`src/cpc_pkg.sv`:
```
// Shared types and constants for the climate cooler and pump controller.
// No dependencies; every other file imports this package.
`timescale 1ns / 1ps
`default_nettype none

package cpc_pkg;

  localparam int unsigned TEMP_W   = 12;
  localparam int unsigned MARGIN_W = 10;
  localparam int unsigned MS_W     = 32;
  localparam int unsigned CFG_IDX_W  = 3;
  localparam int unsigned CFG_DATA_W = 32;

  // Register indexes on the configuration port
  localparam logic [CFG_IDX_W-1:0] REG_ON_MARGIN    = 3'd0;
  localparam logic [CFG_IDX_W-1:0] REG_ON_ABSOLUTE  = 3'd1;
  localparam logic [CFG_IDX_W-1:0] REG_OFF_MARGIN   = 3'd2;
  localparam logic [CFG_IDX_W-1:0] REG_OFF_ABSOLUTE = 3'd3;
  localparam logic [CFG_IDX_W-1:0] REG_PUMP_INTERVAL = 3'd4;
  localparam logic [CFG_IDX_W-1:0] REG_PUMP_DURATION = 3'd5;
  localparam logic [CFG_IDX_W-1:0] REG_MANUAL_EXPIRY = 3'd6;

  // Reset values (tenths of a degree, milliseconds)
  localparam logic [MARGIN_W-1:0]      RST_ON_MARGIN     = 10'd5;
  localparam logic signed [TEMP_W-1:0] RST_ON_ABSOLUTE   = 12'sd350;
  localparam logic [MARGIN_W-1:0]      RST_OFF_MARGIN    = 10'd2;
  localparam logic signed [TEMP_W-1:0] RST_OFF_ABSOLUTE  = 12'sd330;
  localparam logic [MS_W-1:0]          RST_PUMP_INTERVAL = 32'd20000;
  localparam logic [MS_W-1:0]          RST_PUMP_DURATION = 32'd10000;
  localparam logic [MS_W-1:0]          RST_MANUAL_EXPIRY = 32'd60000;

  typedef struct packed {
    logic [MARGIN_W-1:0]      on_margin;
    logic signed [TEMP_W-1:0] on_absolute;
    logic [MARGIN_W-1:0]      off_margin;
    logic signed [TEMP_W-1:0] off_absolute;
    logic [MS_W-1:0]          pump_interval;
    logic [MS_W-1:0]          pump_duration;
    logic [MS_W-1:0]          manual_expiry;
  } cfg_t;

  typedef struct packed {
    logic [MS_W-1:0]          now_ms;
    logic signed [TEMP_W-1:0] temp_internal;
    logic signed [TEMP_W-1:0] temp_external;
    logic                     soil_dry;
    logic                     manual_request;
    logic                     manual_value;
  } tick_t;

  // Per-tick decisions from the control stage
  typedef struct packed {
    logic cooler_run;
    logic pump_on;
    logic led_on;
    logic override_active;
  } decision_t;

endpackage

`default_nettype wire

```
`src/cpc_ifs.sv`:
```
// Valid/ready channel interfaces for the tick input and the result output.
// Depends on cpc_pkg for field widths.
`timescale 1ns / 1ps
`default_nettype none

interface cpc_in_if;
  import cpc_pkg::*;
  logic                     valid;
  logic                     ready;
  logic [MS_W-1:0]          now_ms;
  logic signed [TEMP_W-1:0] temp_internal;
  logic signed [TEMP_W-1:0] temp_external;
  logic                     soil_dry;
  logic                     manual_request;
  logic                     manual_value;

  modport source (output valid, now_ms, temp_internal, temp_external, soil_dry,
                  manual_request, manual_value, input ready);
  modport sink (input valid, now_ms, temp_internal, temp_external, soil_dry,
                manual_request, manual_value, output ready);
endinterface

interface cpc_out_if;
  logic valid;
  logic ready;
  logic cooler_run;
  logic pump_on;
  logic led_on;
  logic buzzer_on;
  logic override_active;

  modport source (output valid, cooler_run, pump_on, led_on, buzzer_on,
                  override_active, input ready);
  modport sink (input valid, cooler_run, pump_on, led_on, buzzer_on,
                override_active, output ready);
endinterface

`default_nettype wire

```
`src/climate_cooler_pump_controller_core.sv`:
```
// Top level of the climate cooler and pump controller: input register,
// control/blink stage, result register. Depends on cpc_pkg, cpc_ifs,
// cpc_regs, cpc_ctrl and cpc_blink.
//
//   channel  | dir | handshake         | payload
//   ---------+-----+-------------------+----------------------------------------
//   in_ch    | in  | valid/ready       | now_ms, temp_internal, temp_external,
//            |     |                   | soil_dry, manual_request, manual_value
//   out_ch   | out | valid/ready       | cooler_run, pump_on, led_on, buzzer_on,
//            |     |                   | override_active
//   cfg      | in  | cfg_we, no ready  | cfg_index, cfg_data
//
// Each tick passes three registers (input, product, result) before it leaves on
// out_ch; one tick is accepted per cycle while out_ch does not stall the pipe.
// The blink reciprocal multiplier sets the middle stage.
// Synchronous active-high reset clears all stage valids, controller state and
// configuration. A stall on out_ch backs up stage by stage; in_ch.ready drops
// only when all three registers hold ticks.
`timescale 1ns / 1ps
`default_nettype none

module climate_cooler_pump_controller_core #(
  parameter int unsigned BLINK_HALF_MS = 500,
  parameter int unsigned TIME_BITS     = 32
) (
  input  wire logic                              clk,
  input  wire logic                              rst,
  input  wire logic                              cfg_we,
  input  wire logic [cpc_pkg::CFG_IDX_W-1:0]     cfg_index,
  input  wire logic [cpc_pkg::CFG_DATA_W-1:0]    cfg_data,
  cpc_in_if.sink                                 in_ch,
  cpc_out_if.source                              out_ch
);
  import cpc_pkg::*;

  cfg_t      cfg;
  tick_t     tick;
  decision_t decision, decision_hold;
  logic      v0, v1, v2;
  logic      adv0, adv1, adv2;
  logic      in_take;
  logic      phase_even;

  cpc_regs u_regs (
    .clk   (clk),
    .rst   (rst),
    .we    (cfg_we),
    .index (cfg_index),
    .data  (cfg_data),
    .cfg   (cfg)
  );

  // Stage transfers: a stage loads when it is empty or its occupant moves on
  assign adv2    = v2 && out_ch.ready;
  assign adv1    = v1 && (!v2 || adv2);
  assign adv0    = v0 && (!v1 || adv1);
  assign in_ch.ready = !v0 || adv0;
  assign in_take = in_ch.valid && in_ch.ready;

  always_ff @(posedge clk) begin
    if (rst) begin
      v0 <= 1'b0;
      v1 <= 1'b0;
      v2 <= 1'b0;
    end else begin
      if (in_take) begin
        v0 <= 1'b1;
      end else if (adv0) begin
        v0 <= 1'b0;
      end
      if (adv0) begin
        v1 <= 1'b1;
      end else if (adv1) begin
        v1 <= 1'b0;
      end
      if (adv1) begin
        v2 <= 1'b1;
      end else if (adv2) begin
        v2 <= 1'b0;
      end
    end
  end

  always_ff @(posedge clk) begin
    if (in_take) begin
      tick.now_ms         <= in_ch.now_ms;
      tick.temp_internal  <= in_ch.temp_internal;
      tick.temp_external  <= in_ch.temp_external;
      tick.soil_dry       <= in_ch.soil_dry;
      tick.manual_request <= in_ch.manual_request;
      tick.manual_value   <= in_ch.manual_value;
    end
  end

  // Controller state advances as each tick leaves the input register
  cpc_ctrl #(
    .TIME_BITS (TIME_BITS)
  ) u_ctrl (
    .clk      (clk),
    .rst      (rst),
    .step     (adv0),
    .tick     (tick),
    .cfg      (cfg),
    .decision (decision)
  );

  cpc_blink #(
    .BLINK_HALF_MS (BLINK_HALF_MS),
    .TIME_BITS     (TIME_BITS)
  ) u_blink (
    .clk        (clk),
    .load       (adv0),
    .now_ms     (tick.now_ms),
    .phase_even (phase_even)
  );

  always_ff @(posedge clk) begin
    if (adv0) begin
      decision_hold <= decision;
    end
  end

  always_ff @(posedge clk) begin
    if (adv1) begin
      out_ch.cooler_run      <= decision_hold.cooler_run;
      out_ch.pump_on         <= decision_hold.pump_on;
      out_ch.led_on          <= decision_hold.led_on;
      out_ch.buzzer_on       <= decision_hold.led_on && phase_even && !decision_hold.pump_on;
      out_ch.override_active <= decision_hold.override_active;
    end
  end

  assign out_ch.valid = v2;

  a_ready_when_input_empty: assert property (@(posedge clk) disable iff (rst)
    !v0 |-> in_ch.ready)
    else $error("input not ready with empty input register");

  a_advance_fills_middle: assert property (@(posedge clk) disable iff (rst)
    adv0 |=> v1)
    else $error("tick lost between input and middle stage");

  a_buzzer_quiet: assert property (@(posedge clk) disable iff (rst)
    (out_ch.valid && out_ch.buzzer_on) |-> (out_ch.led_on && !out_ch.pump_on))
    else $error("buzzer on with wet soil or running pump");

  a_reset_empties: assert property (@(posedge clk)
    $past(rst) |-> !out_ch.valid)
    else $error("result valid right after reset");

endmodule

`default_nettype wire

```
`src/cpc_regs.sv`:
```
// Configuration register file, written through a plain write port.
// Depends on cpc_pkg.
`timescale 1ns / 1ps
`default_nettype none

module cpc_regs (
  input  wire logic                              clk,
  input  wire logic                              rst,
  input  wire logic                              we,
  input  wire logic [cpc_pkg::CFG_IDX_W-1:0]     index,
  input  wire logic [cpc_pkg::CFG_DATA_W-1:0]    data,
  output cpc_pkg::cfg_t                          cfg
);
  import cpc_pkg::*;

  always_ff @(posedge clk) begin
    if (rst) begin
      cfg.on_margin     <= RST_ON_MARGIN;
      cfg.on_absolute   <= RST_ON_ABSOLUTE;
      cfg.off_margin    <= RST_OFF_MARGIN;
      cfg.off_absolute  <= RST_OFF_ABSOLUTE;
      cfg.pump_interval <= RST_PUMP_INTERVAL;
      cfg.pump_duration <= RST_PUMP_DURATION;
      cfg.manual_expiry <= RST_MANUAL_EXPIRY;
    end else if (we) begin
      case (index)
        REG_ON_MARGIN:     cfg.on_margin     <= data[MARGIN_W-1:0];
        REG_ON_ABSOLUTE:   cfg.on_absolute   <= $signed(data[TEMP_W-1:0]);
        REG_OFF_MARGIN:    cfg.off_margin    <= data[MARGIN_W-1:0];
        REG_OFF_ABSOLUTE:  cfg.off_absolute  <= $signed(data[TEMP_W-1:0]);
        REG_PUMP_INTERVAL: cfg.pump_interval <= data[MS_W-1:0];
        REG_PUMP_DURATION: cfg.pump_duration <= data[MS_W-1:0];
        REG_MANUAL_EXPIRY: cfg.manual_expiry <= data[MS_W-1:0];
        default: ;
      endcase
    end
  end

endmodule

`default_nettype wire

```
`src/cpc_ctrl.sv`:
```
// Control stage: cooler hysteresis, manual override and automatic watering.
// Holds the controller state; depends on cpc_pkg.
`timescale 1ns / 1ps
`default_nettype none

module cpc_ctrl #(
  parameter int unsigned TIME_BITS = 32
) (
  input  wire logic           clk,
  input  wire logic           rst,
  input  wire logic           step,
  input  wire cpc_pkg::tick_t tick,
  input  wire cpc_pkg::cfg_t  cfg,
  output cpc_pkg::decision_t  decision
);
  import cpc_pkg::*;

  // Compare width covers both the time word and the 32-bit thresholds
  localparam int unsigned CW = (TIME_BITS > MS_W) ? TIME_BITS : MS_W;

  logic                 cooler_state, cooler_state_next;
  logic                 auto_watering, auto_watering_next;
  logic [TIME_BITS-1:0] watering_start, watering_start_next;
  logic                 override_flag, override_flag_next;
  logic                 override_level, override_level_next;
  logic [TIME_BITS-1:0] override_time, override_time_next;

  logic [CW-1:0]           now_wide;
  logic [TIME_BITS-1:0]    now_t;
  logic [TIME_BITS-1:0]    since_override, since_watering;
  logic signed [TEMP_W:0]  diff;
  logic                    turn_on, turn_off;
  logic                    override_lapsed, start_watering, watering_done, watering_on;

  always_comb begin
    now_wide = CW'(tick.now_ms);
    now_t    = now_wide[TIME_BITS-1:0];

    diff     = {tick.temp_internal[TEMP_W-1], tick.temp_internal}
             - {tick.temp_external[TEMP_W-1], tick.temp_external};
    turn_on  = (diff >= $signed({3'b000, cfg.on_margin}))
            || (tick.temp_internal >= cfg.on_absolute);
    turn_off = (diff < $signed({3'b000, cfg.off_margin}))
            && (tick.temp_internal < cfg.off_absolute);
    cooler_state_next = cooler_state ? !turn_off : turn_on;

    // A fresh command restamps the override, so its elapsed time is zero
    since_override      = now_t - override_time;
    override_level_next = tick.manual_request ? tick.manual_value : override_level;
    override_time_next  = tick.manual_request ? now_t : override_time;
    override_lapsed     = tick.manual_request ? (cfg.manual_expiry == '0)
                        : (CW'(since_override) >= CW'(cfg.manual_expiry));
    override_flag_next  = (tick.manual_request || override_flag) && !override_lapsed;

    since_watering      = now_t - watering_start;
    start_watering      = !auto_watering
                        && (CW'(since_watering) >= CW'(cfg.pump_interval));
    watering_start_next = start_watering ? now_t : watering_start;
    watering_done       = start_watering ? (cfg.pump_duration == '0)
                        : (CW'(since_watering) >= CW'(cfg.pump_duration));
    watering_on         = start_watering || auto_watering;
    auto_watering_next  = watering_on && !watering_done;

    decision.cooler_run      = cooler_state_next;
    decision.pump_on         = override_flag_next ? override_level_next : auto_watering_next;
    decision.led_on          = tick.soil_dry;
    decision.override_active = override_flag_next;
  end

  always_ff @(posedge clk) begin
    if (rst) begin
      cooler_state   <= 1'b0;
      auto_watering  <= 1'b0;
      watering_start <= '0;
      override_flag  <= 1'b0;
      override_level <= 1'b0;
      override_time  <= '0;
    end else if (step) begin
      cooler_state   <= cooler_state_next;
      auto_watering  <= auto_watering_next;
      watering_start <= watering_start_next;
      override_flag  <= override_flag_next;
      override_level <= override_level_next;
      override_time  <= override_time_next;
    end
  end

endmodule

`default_nettype wire

```
`src/cpc_blink.sv`:
```
// Blink phase: parity of now / BLINK_HALF_MS by reciprocal multiply,
// registered product, then a single correction step. Depends on cpc_pkg.
`timescale 1ns / 1ps
`default_nettype none

module cpc_blink #(
  parameter int unsigned BLINK_HALF_MS = 500,
  parameter int unsigned TIME_BITS     = 32
) (
  input  wire logic                      clk,
  input  wire logic                      load,
  input  wire logic [cpc_pkg::MS_W-1:0]  now_ms,
  output logic                           phase_even
);
  import cpc_pkg::*;

  // q_est = (x * RECIP) >> SHIFT is the true quotient or one below it
  localparam int unsigned SHIFT = 31 + $clog2(BLINK_HALF_MS);
  localparam logic [63:0] RECIP_WIDE = (64'd1 << SHIFT) / 64'(BLINK_HALF_MS);
  localparam logic [MS_W-1:0] RECIP = RECIP_WIDE[MS_W-1:0];
  localparam logic [MS_W-1:0] DIVISOR = MS_W'(BLINK_HALF_MS);
  localparam logic [63:0] NOW_MASK_WIDE = (TIME_BITS >= MS_W) ? 64'hFFFF_FFFF
                                        : ((64'd1 << TIME_BITS) - 64'd1);
  localparam logic [MS_W-1:0] NOW_MASK = NOW_MASK_WIDE[MS_W-1:0];

  logic [MS_W-1:0]   x_in;
  logic [2*MS_W-1:0] product;
  logic [MS_W-1:0]   x_hold;
  logic [MS_W-1:0]   q_est;
  logic [MS_W-1:0]   remainder;
  logic              q_odd;

  assign x_in    = now_ms & NOW_MASK;
  assign product = {{MS_W{1'b0}}, x_in} * {{MS_W{1'b0}}, RECIP};

  always_ff @(posedge clk) begin
    if (load) begin
      x_hold <= x_in;
      q_est  <= MS_W'(product >> SHIFT);
    end
  end

  always_comb begin
    remainder  = x_hold - MS_W'(q_est * DIVISOR);
    // Remainder at or above the divisor means the estimate was one short
    q_odd      = q_est[0] ^ (remainder >= DIVISOR);
    phase_even = !q_odd;
  end

endmodule

`default_nettype wire

```
`src/flat_wrapper.sv`:
```
// flat-port wrapper written by rule: the top's interface ports become plain ports
module climate_cooler_pump_controller_core_flat import cpc_pkg::*;
#(
  parameter int unsigned BLINK_HALF_MS = 500,
  parameter int unsigned TIME_BITS     = 32
)
  (clk, rst, cfg_we, cfg_index, cfg_data, in_ch_valid, in_ch_now_ms, in_ch_temp_internal, in_ch_temp_external, in_ch_soil_dry, in_ch_manual_request, in_ch_manual_value, in_ch_ready, out_ch_valid, out_ch_cooler_run, out_ch_pump_on, out_ch_led_on, out_ch_buzzer_on, out_ch_override_active, out_ch_ready);
  cpc_in_if in_ch_i ();
  cpc_out_if out_ch_i ();
  input  wire logic clk;
  input  wire logic rst;
  input  wire logic cfg_we;
  input  wire logic [cpc_pkg::CFG_IDX_W-1:0] cfg_index;
  input  wire logic [cpc_pkg::CFG_DATA_W-1:0] cfg_data;
  input wire logic [$bits(in_ch_i.valid)-1:0] in_ch_valid;
  input wire logic [$bits(in_ch_i.now_ms)-1:0] in_ch_now_ms;
  input wire logic [$bits(in_ch_i.temp_internal)-1:0] in_ch_temp_internal;
  input wire logic [$bits(in_ch_i.temp_external)-1:0] in_ch_temp_external;
  input wire logic [$bits(in_ch_i.soil_dry)-1:0] in_ch_soil_dry;
  input wire logic [$bits(in_ch_i.manual_request)-1:0] in_ch_manual_request;
  input wire logic [$bits(in_ch_i.manual_value)-1:0] in_ch_manual_value;
  output wire logic [$bits(in_ch_i.ready)-1:0] in_ch_ready;
  output wire logic [$bits(out_ch_i.valid)-1:0] out_ch_valid;
  output wire logic [$bits(out_ch_i.cooler_run)-1:0] out_ch_cooler_run;
  output wire logic [$bits(out_ch_i.pump_on)-1:0] out_ch_pump_on;
  output wire logic [$bits(out_ch_i.led_on)-1:0] out_ch_led_on;
  output wire logic [$bits(out_ch_i.buzzer_on)-1:0] out_ch_buzzer_on;
  output wire logic [$bits(out_ch_i.override_active)-1:0] out_ch_override_active;
  input wire logic [$bits(out_ch_i.ready)-1:0] out_ch_ready;
  assign in_ch_i.valid = in_ch_valid;
  assign in_ch_i.now_ms = in_ch_now_ms;
  assign in_ch_i.temp_internal = in_ch_temp_internal;
  assign in_ch_i.temp_external = in_ch_temp_external;
  assign in_ch_i.soil_dry = in_ch_soil_dry;
  assign in_ch_i.manual_request = in_ch_manual_request;
  assign in_ch_i.manual_value = in_ch_manual_value;
  assign in_ch_ready = in_ch_i.ready;
  assign out_ch_valid = out_ch_i.valid;
  assign out_ch_cooler_run = out_ch_i.cooler_run;
  assign out_ch_pump_on = out_ch_i.pump_on;
  assign out_ch_led_on = out_ch_i.led_on;
  assign out_ch_buzzer_on = out_ch_i.buzzer_on;
  assign out_ch_override_active = out_ch_i.override_active;
  assign out_ch_i.ready = out_ch_ready;
  climate_cooler_pump_controller_core #(.BLINK_HALF_MS(BLINK_HALF_MS), .TIME_BITS(TIME_BITS)) u_core (.clk(clk), .rst(rst), .cfg_we(cfg_we), .cfg_index(cfg_index), .cfg_data(cfg_data), .in_ch(in_ch_i), .out_ch(out_ch_i));
endmodule
```
`config.mk`:
```
export PLATFORM = sky130hd
export DESIGN_NAME = climate_cooler_pump_controller_core_flat
export DESIGN_NICKNAME = d
export VERILOG_FILES = /design/src/cpc_pkg.sv /design/src/cpc_ifs.sv /design/src/climate_cooler_pump_controller_core.sv /design/src/cpc_regs.sv /design/src/cpc_ctrl.sv /design/src/cpc_blink.sv /design/src/flat_wrapper.sv
export SDC_FILE = /design/constraint.sdc
export NUM_CORES = 2
export LEC_CHECK = 0
export ABC_CLOCK_PERIOD_IN_PS = 13150
export BUFFER_PORTS_ARGS = -buffer_cell sky130_fd_sc_hd__buf_2
export CORE_MARGIN = 2
export CORE_UTILIZATION = 60
export DETAILED_ROUTE_END_ITERATION = 6
export PLACE_DENSITY = 0.77
export SLEW_MARGIN = 20
export SYNTH_ARGS = -nofsm -noshare
export SYNTH_HDL_FRONTEND = slang
export SYNTH_SLANG_ARGS = --single-unit
```
`constraint.sdc`:
```
create_clock -name clk -period 13.15 [get_ports clk]
set_input_delay 0.6575 -clock clk [delete_from_list [all_inputs] [get_ports clk]]
set_output_delay 0.6575 -clock clk [all_outputs]
set_load 0.1 [all_outputs]
```
=== Yosys cells after proc, flatten, opt, wreduce, memory -nomap -nowiden ===
Cells that the tools add are included.

* Bits in writable memories: 0
* ROM bits: 0
* Bits in registers: 335
* Memories kept: 0
* Bits in latches: 0

* Shift operators: 0
* Add/subtract/negate cells: 4
* Muxes and demuxes: 11
* Multiply operators: 2
* Reductions and logical operators: 40
* Divide/modulo/power cells: 0
* Equal/unequal tests: 6
* Bitwise operators: 1
* Magnitude comparators: 8

{| class="wikitable"
|+ Operators by type and width
! cell !! number
|-
| $ge 32x32->1 || 3
|-
| $sub 32x32->32 || 3
|-
| $logic_not 32->1 || 2
|-
| $mul 32x32->64 const B || 1
|-
| $ge 32x9->1 const B || 1
|-
| $mul 24x7->30 const B || 1
|-
| $reduce_and 2->1 || 9
|-
| $ge 13x11->1 || 1
|-
| $lt 13x11->1 || 1
|-
| $sub 12x12->13 || 1
|-
| $ge 12x12->1 || 1
|-
| $lt 12x12->1 || 1
|-
| $mux 1 || 11
|-
| $logic_and 1x1->1 || 10
|-
| $eq 3x3->1 const B || 3
|-
| $logic_not 1->1 || 9
|-
| $eq 3x2->1 const B || 2
|-
| $logic_or 1x1->1 || 6
|-
| $reduce_bool 2->1 || 3
|-
| $eq 3x1->1 const B || 1
|-
| $logic_not 3->1 || 1
|-
| $xor 1x1->1 || 1
|}

=== Depth between registers and ports, before layout ===
* Word-level depth: 8
* Gate-level depth with buffers: 29
* Gate-level depth less buffers: 29

=== Cells and area by module ===
A second synthesis with hierarchy kept.

* Cells, all modules: 4322
* Area, all modules: 41135.7 sq um

{| class="wikitable"
|+ By module, submodules not included
! module !! sequential area each (sq um) !! area an instance (sq um) !! cells an instance !! instances
|-
| cpc_blink || 1621.6 || 23481.3 || 2388 || 1
|-
| cpc_ctrl || 1361.3 || 9883.2 || 1329 || 1
|-
| cpc_regs || 2802.7 || 5587.9 || 520 || 1
|-
| climate_cooler_pump_controller_core || 2102.0 || 2183.3 || 85 || 1
|}

=== Worst setup path after synthesis ===
No wires, ideal clock.

* Path type: register to register
* Start point: register u_core.u_blink.q_est[11]
* End point: register u_core.out_ch.buzzer_on, data pin
* Arrival time: 6.957 ns
* Library setup time: 0.264 ns
* Slack: 5.929 ns
* Cell stages (with the launch flop): 29
* Buffers on the path: 0
* Clock period less this slack: 7.221 ns
* Required time: 12.886 ns
* Path through: edfxtp_1 -> inv_1 -> fa_1 -> fa_1 -> fa_1 -> fa_1 -> inv_1 -> ha_1 -> and3_4 -> a221o_1 -> a21o_1 -> a2111o_1 -> o21ai_0 -> o21bai_1 -> a21oi_1 -> o21bai_1 -> a21oi_1 -> xor2_1 -> ha_1 -> or3b_2 -> a21oi_1 -> a2111oi_0 -> o21ai_0 -> a2111o_1 -> nor4_1 -> nand4b_1 -> nand4b_1 -> nor4_2 -> mux2i_1

* Cells in the longest elaborated chain, start to end: 7

{| class="wikitable"
|+ Ends and longest elaborated chain
! element !! RTL line !! RTL
|-
| from (decl) || cpc_blink.sv:29 || <nowiki>logic [MS_W-1:0] q_est;</nowiki>
|-
| from (signal assigned) || cpc_blink.sv:39 || <nowiki>q_est <= MS_W'(product >> SHIFT);</nowiki>
|-
| $mul 24x7->30 || cpc_blink.sv:44 || <nowiki>remainder = x_hold - MS_W'(q_est * DIVISOR);</nowiki>
|-
| $sub 32x32->32 || cpc_blink.sv:44 ||
|-
| $ge 32x9->1 || cpc_blink.sv:46 || <nowiki>q_odd = q_est[0] ^ (remainder >= DIVISOR);</nowiki>
|-
| $xor 1x1->1 || cpc_blink.sv:46 ||
|-
| $logic_not 1->1 || cpc_blink.sv:47 || <nowiki>phase_even = !q_odd;</nowiki>
|-
| $logic_and 1x1->1 (2 in series) || climate_cooler_pump_controller_core.sv:128 || <nowiki>out_ch.buzzer_on <= decision_hold.led_on && phase_even && !decision_hold.pump_on;</nowiki>
|-
| to (signal assigned) || climate_cooler_pump_controller_core.sv:128 ||
|-
| to (decl) || cpc_ifs.sv:32 || <nowiki>modport source (output valid, cooler_run, pump_on, led_on, buzzer_on,</nowiki>
|}

Every way passes these cells.
A chain may end at the register's enable or synchronous reset.

=== Worst setup path in the final report ===
* Start point: register u_core.tick[50] (netlist name)
* End point: register u_core.u_blink.q_est[19], data pin

* Cells in the longest elaborated chain, start to end: 1

{| class="wikitable"
|+ Ends and longest elaborated chain
! element !! RTL line !! RTL
|-
| $mul 32x32->64 || cpc_blink.sv:34 || <nowiki>assign product = {{MS_W{1'b0}}, x_in} * {{MS_W{1'b0}}, RECIP};</nowiki>
|-
| named net u_core.u_blink.product[59] || cpc_blink.sv:27 || <nowiki>logic [2*MS_W-1:0] product;</nowiki>
|}

The timed path passes the listed nets, and every way through them passes these cells.

==> metrics <==
setup TNS 0 ps; number of global-route vias before repair 30740; Residual DRC 0; Setup crit start kind flop; largest fanout on the critical path 16; asr flop ratio synth 0%; Resized Gates After CTS 0; Hold Path Class input pin to flop; Fill cells 5407; RSZ-0062 raised after global routing no; Synth Area in Compound Gates 11.49%; Clock Latency Late Sink 570 ps; Synth Area in Simple Gates 9.716%; IO Port Bufs 105; gpl congestion 1.018; First DRT Iteration DRCs 2315; post-synthesis mux area share 0.9322%; post-place instance area 41410 um2; yosys warns 0; first-pass GRT wire length 164700 um; # clock sinks 333; die width 261.3 um; die area 68290 um2; post-CTS repair timing setup buffer count 0; synth unique cells 75; vias per cell 5.646; Setup WS post-layout 4657 ps; die height 261.3 um; share of layout cells above drive strength 1 5.151%; clock skew 23.89 ps; routed len/inst 19.35 um; synth-to-layout area growth 7.782%; initial core utilization 60.54%; Core Region 65630 um2; Critical Path RT 13440 ps; # setup viols final 0; final hold slack 259.9 ps; DR pass1 iterations 6; H-tree levels 2; flops & latches, synth 333; fin. max-slew vios 0; main combinational cell family by area after synthesis adder cells; Clk pin slew, worst setup/hold paths 60 ps; io pins 106; period utilisation layout 64.59%; antenna violations before repair 2; worst slew pin tran 1029 ps; final hold violation count 0; DR vias 30090; critical setup path kind flop to flop; worst hold stages 1; CTS root buf clkbuf_16; design area 42820 um2; pre-CTS WS 4782 ps; ant diodes 0; Post-Synth Adder-Cell Area 44.90%; ys flop type dfxtp_1; post-synthesis sequential area ratio 19.85%; drt total wl 103100 um; hold_buf cts 0; Register-to-Register Path Depth 25; endpoint type of the worst setup path flop; Period minus WS final 8493 ps; Cells after Synth 4320; largest net degree at the start of global routing 134; HPWL Detailed 81960 um; CTS tree done; area of the mapped netlist 39730 um2; fmax 117.7 MHz; WP data arrival 8780 ps; synthesized area per cell 9.197 um2; grt ovf 0; Post-synth EDFFs 122; clk buf depth 3; outcome finished clean; row count 94; worst rel slew slack 31.38%; MaxCap Viol Count 0; ANT nets after route 0; XOR/XNOR Fraction of Synth Area 2.712%; gr usage total 31.03%; total CTS buffers 40; syn nets 5577; fin nets 5690
[cells in the final DEF, fill, tap and decap left out, types with 8 or more instances in the layout]
cell type  count
inv_1       1028
clkbuf_16     41
o31ai_1        8
ha_1         712
nor4_1        25
nand2_1      417
nand2b_1      24
nand3_1       35
o21a_1        26
and2_1         9
a211oi_1      22
xnor2_1       81
a211o_1       19
a21boi_0       8
and3_1        17
buf_2        104
o21bai_1      17
mux2i_1       37
nor2_1       141
a31oi_1       17
buf_4         38
nor3_1        33
nand4_1       40
xor2_1        42
o21ai_0      100
fa_1         446
a21oi_1      305
nor2b_1       27
a21o_1       119
edfxtp_1     122
dfxtp_1      211
nand3b_1      24
o211ai_1      12
or3_1          9
[synth_stat cells (7+ instances only)]
cell type | instances | area share, %
a21o_1 | 119 | 2.2
nor4_1 | 25 | 0.39
fa_1 | 446 | 22
and4_1 | 7 | 0.15
nand3b_1 | 24 | 0.45
o221ai_1 | 7 | 0.15
and2_1 | 9 | 0.14
xor2_1 | 42 | 0.93
a211o_1 | 19 | 0.42
dfxtp_1 | 211 | 11
a21boi_0 | 8 | 0.15
nand2b_1 | 24 | 0.38
and3_1 | 17 | 0.27
nand2_1 | 417 | 3.9
edfxtp_1 | 122 | 9.2
a31oi_1 | 18 | 0.28
a211oi_1 | 22 | 0.42
nand4_1 | 40 | 0.63
xnor2_1 | 81 | 1.8
or3_1 | 9 | 0.14
a221oi_1 | 7 | 0.15
nand3_1 | 36 | 0.45
o22ai_1 | 7 | 0.11
o21ai_0 | 100 | 1.3
ha_1 | 712 | 22
nor2b_1 | 27 | 0.43
inv_1 | 1028 | 9.7
clkbuf_1 | 69 | 0.65
o21a_1 | 26 | 0.49
o2111ai_1 | 7 | 0.15
nor2_1 | 144 | 1.4
mux2i_1 | 37 | 0.93
o211ai_1 | 12 | 0.23
o21bai_1 | 17 | 0.32
a21oi_1 | 305 | 3.8
nor3_1 | 34 | 0.43
o31ai_1 | 8 | 0.15
[worst max-delay path: stages, from the launching register on]
cell and delay [ps]:
edfxtp_1 950, ha_1 350, inv_1 80, fa_1 520, inv_1 60, fa_1 470, fa_1 530, fa_1 520
inv_1 60, fa_1 550, inv_1 60, fa_1 470, inv_1 50, fa_1 480, inv_1 40, ha_1 320
nand3_1 120, or3_1 530, nor2_1 140, nand2_1 60, o41a_1 430, a211oi_2 460, o21ai_0 190, o21ai_1 390
mux2i_1 240, o2111ai_1 130
[through the flow]
| stage | utilization, % | std cells |
|---|---|---|
| after global routing | 65.25 | 5329 |
| after detailed placement | 63.10 | 5255 |
| after floorplan | - | 4320 |
| final | 65.25 | 5329 |
| after CTS | 65.24 | 5329 |
| after global placement | 63.10 | 5255 |
[cells by family (layout without fill, tap and decap cells)]
family | after synthesis | after routing
XOR/XNOR | 123 | 123
flip-flops | 333 | 333
multiplexers | 37 | 37
AO/OA/AOI/OAI | 730 | 730
adder cells (fa/ha/maj) | 1158 | 1158
AND/OR/NAND/NOR | 839 | 839
buffers and inverters | 1100 | 1245
[flip-flops by register name (all words and copies together) (netlist names), 4 cells and up]
name                          cells
u_core.u_ctrl.override_time      32
u_core.u_blink.x_hold            30
u_core.u_ctrl.watering_start     32
u_core.u_blink.q_est             24
u_core.decision_hold              4
u_core.u_regs.cfg               140
u_core.tick                      59
[final timing paths]
check | start | slack, ps | end
worst min-delay path | in_ch_temp_external[7] | 260 | u_core.tick[10]
worst max-delay path | u_core.tick[50] | 4660 | u_core.u_blink.q_est[19]
worst max register to register | u_core.tick[50] | 4660 | u_core.u_blink.q_est[19]
worst min register to register | u_core.decision_hold[0] | 410 | u_core.out_ch.override_active
[area by class of cell]
| class | instances | area, um2 | share of cell area (%) |
|---|---|---|---|
| Sequential cell | 333 | 7888 | 18.42 |
| Inverter | 1028 | 3859 | 9.011 |
| Clock inverter | 24 | 315.3 | 0.7363 |
| Tap cell | 864 | 1081 | 2.525 |
| Multi-Input combinational cell | 2887 | 27770 | 64.85 |
| Timing Repair Buffer | 143 | 817.0 | 1.908 |
| Clock buffer | 50 | 1090 | 2.545 |
[routing by layer]
| layer | vias up | part of all wire [%] | routed length [um] | global-route usage, % |
|---|---|---|---|---|
| met1 | 14580 | 44 | 45100 | 43.16 |
| li1 | 14330 | - | - | - |
| met3 | 182 | 8.6 | 8885 | 6.369 |
| met5 | - | 0.026 | 27 | 0 |
| met4 | 4 | 2.7 | 2747 | 8.081 |
| met2 | 997 | 45 | 46350 | 49.57 |
Power is left out: the tool's default activity adds up to more than one toggle a clock period on the data nets, which glitch-free logic cannot reach.
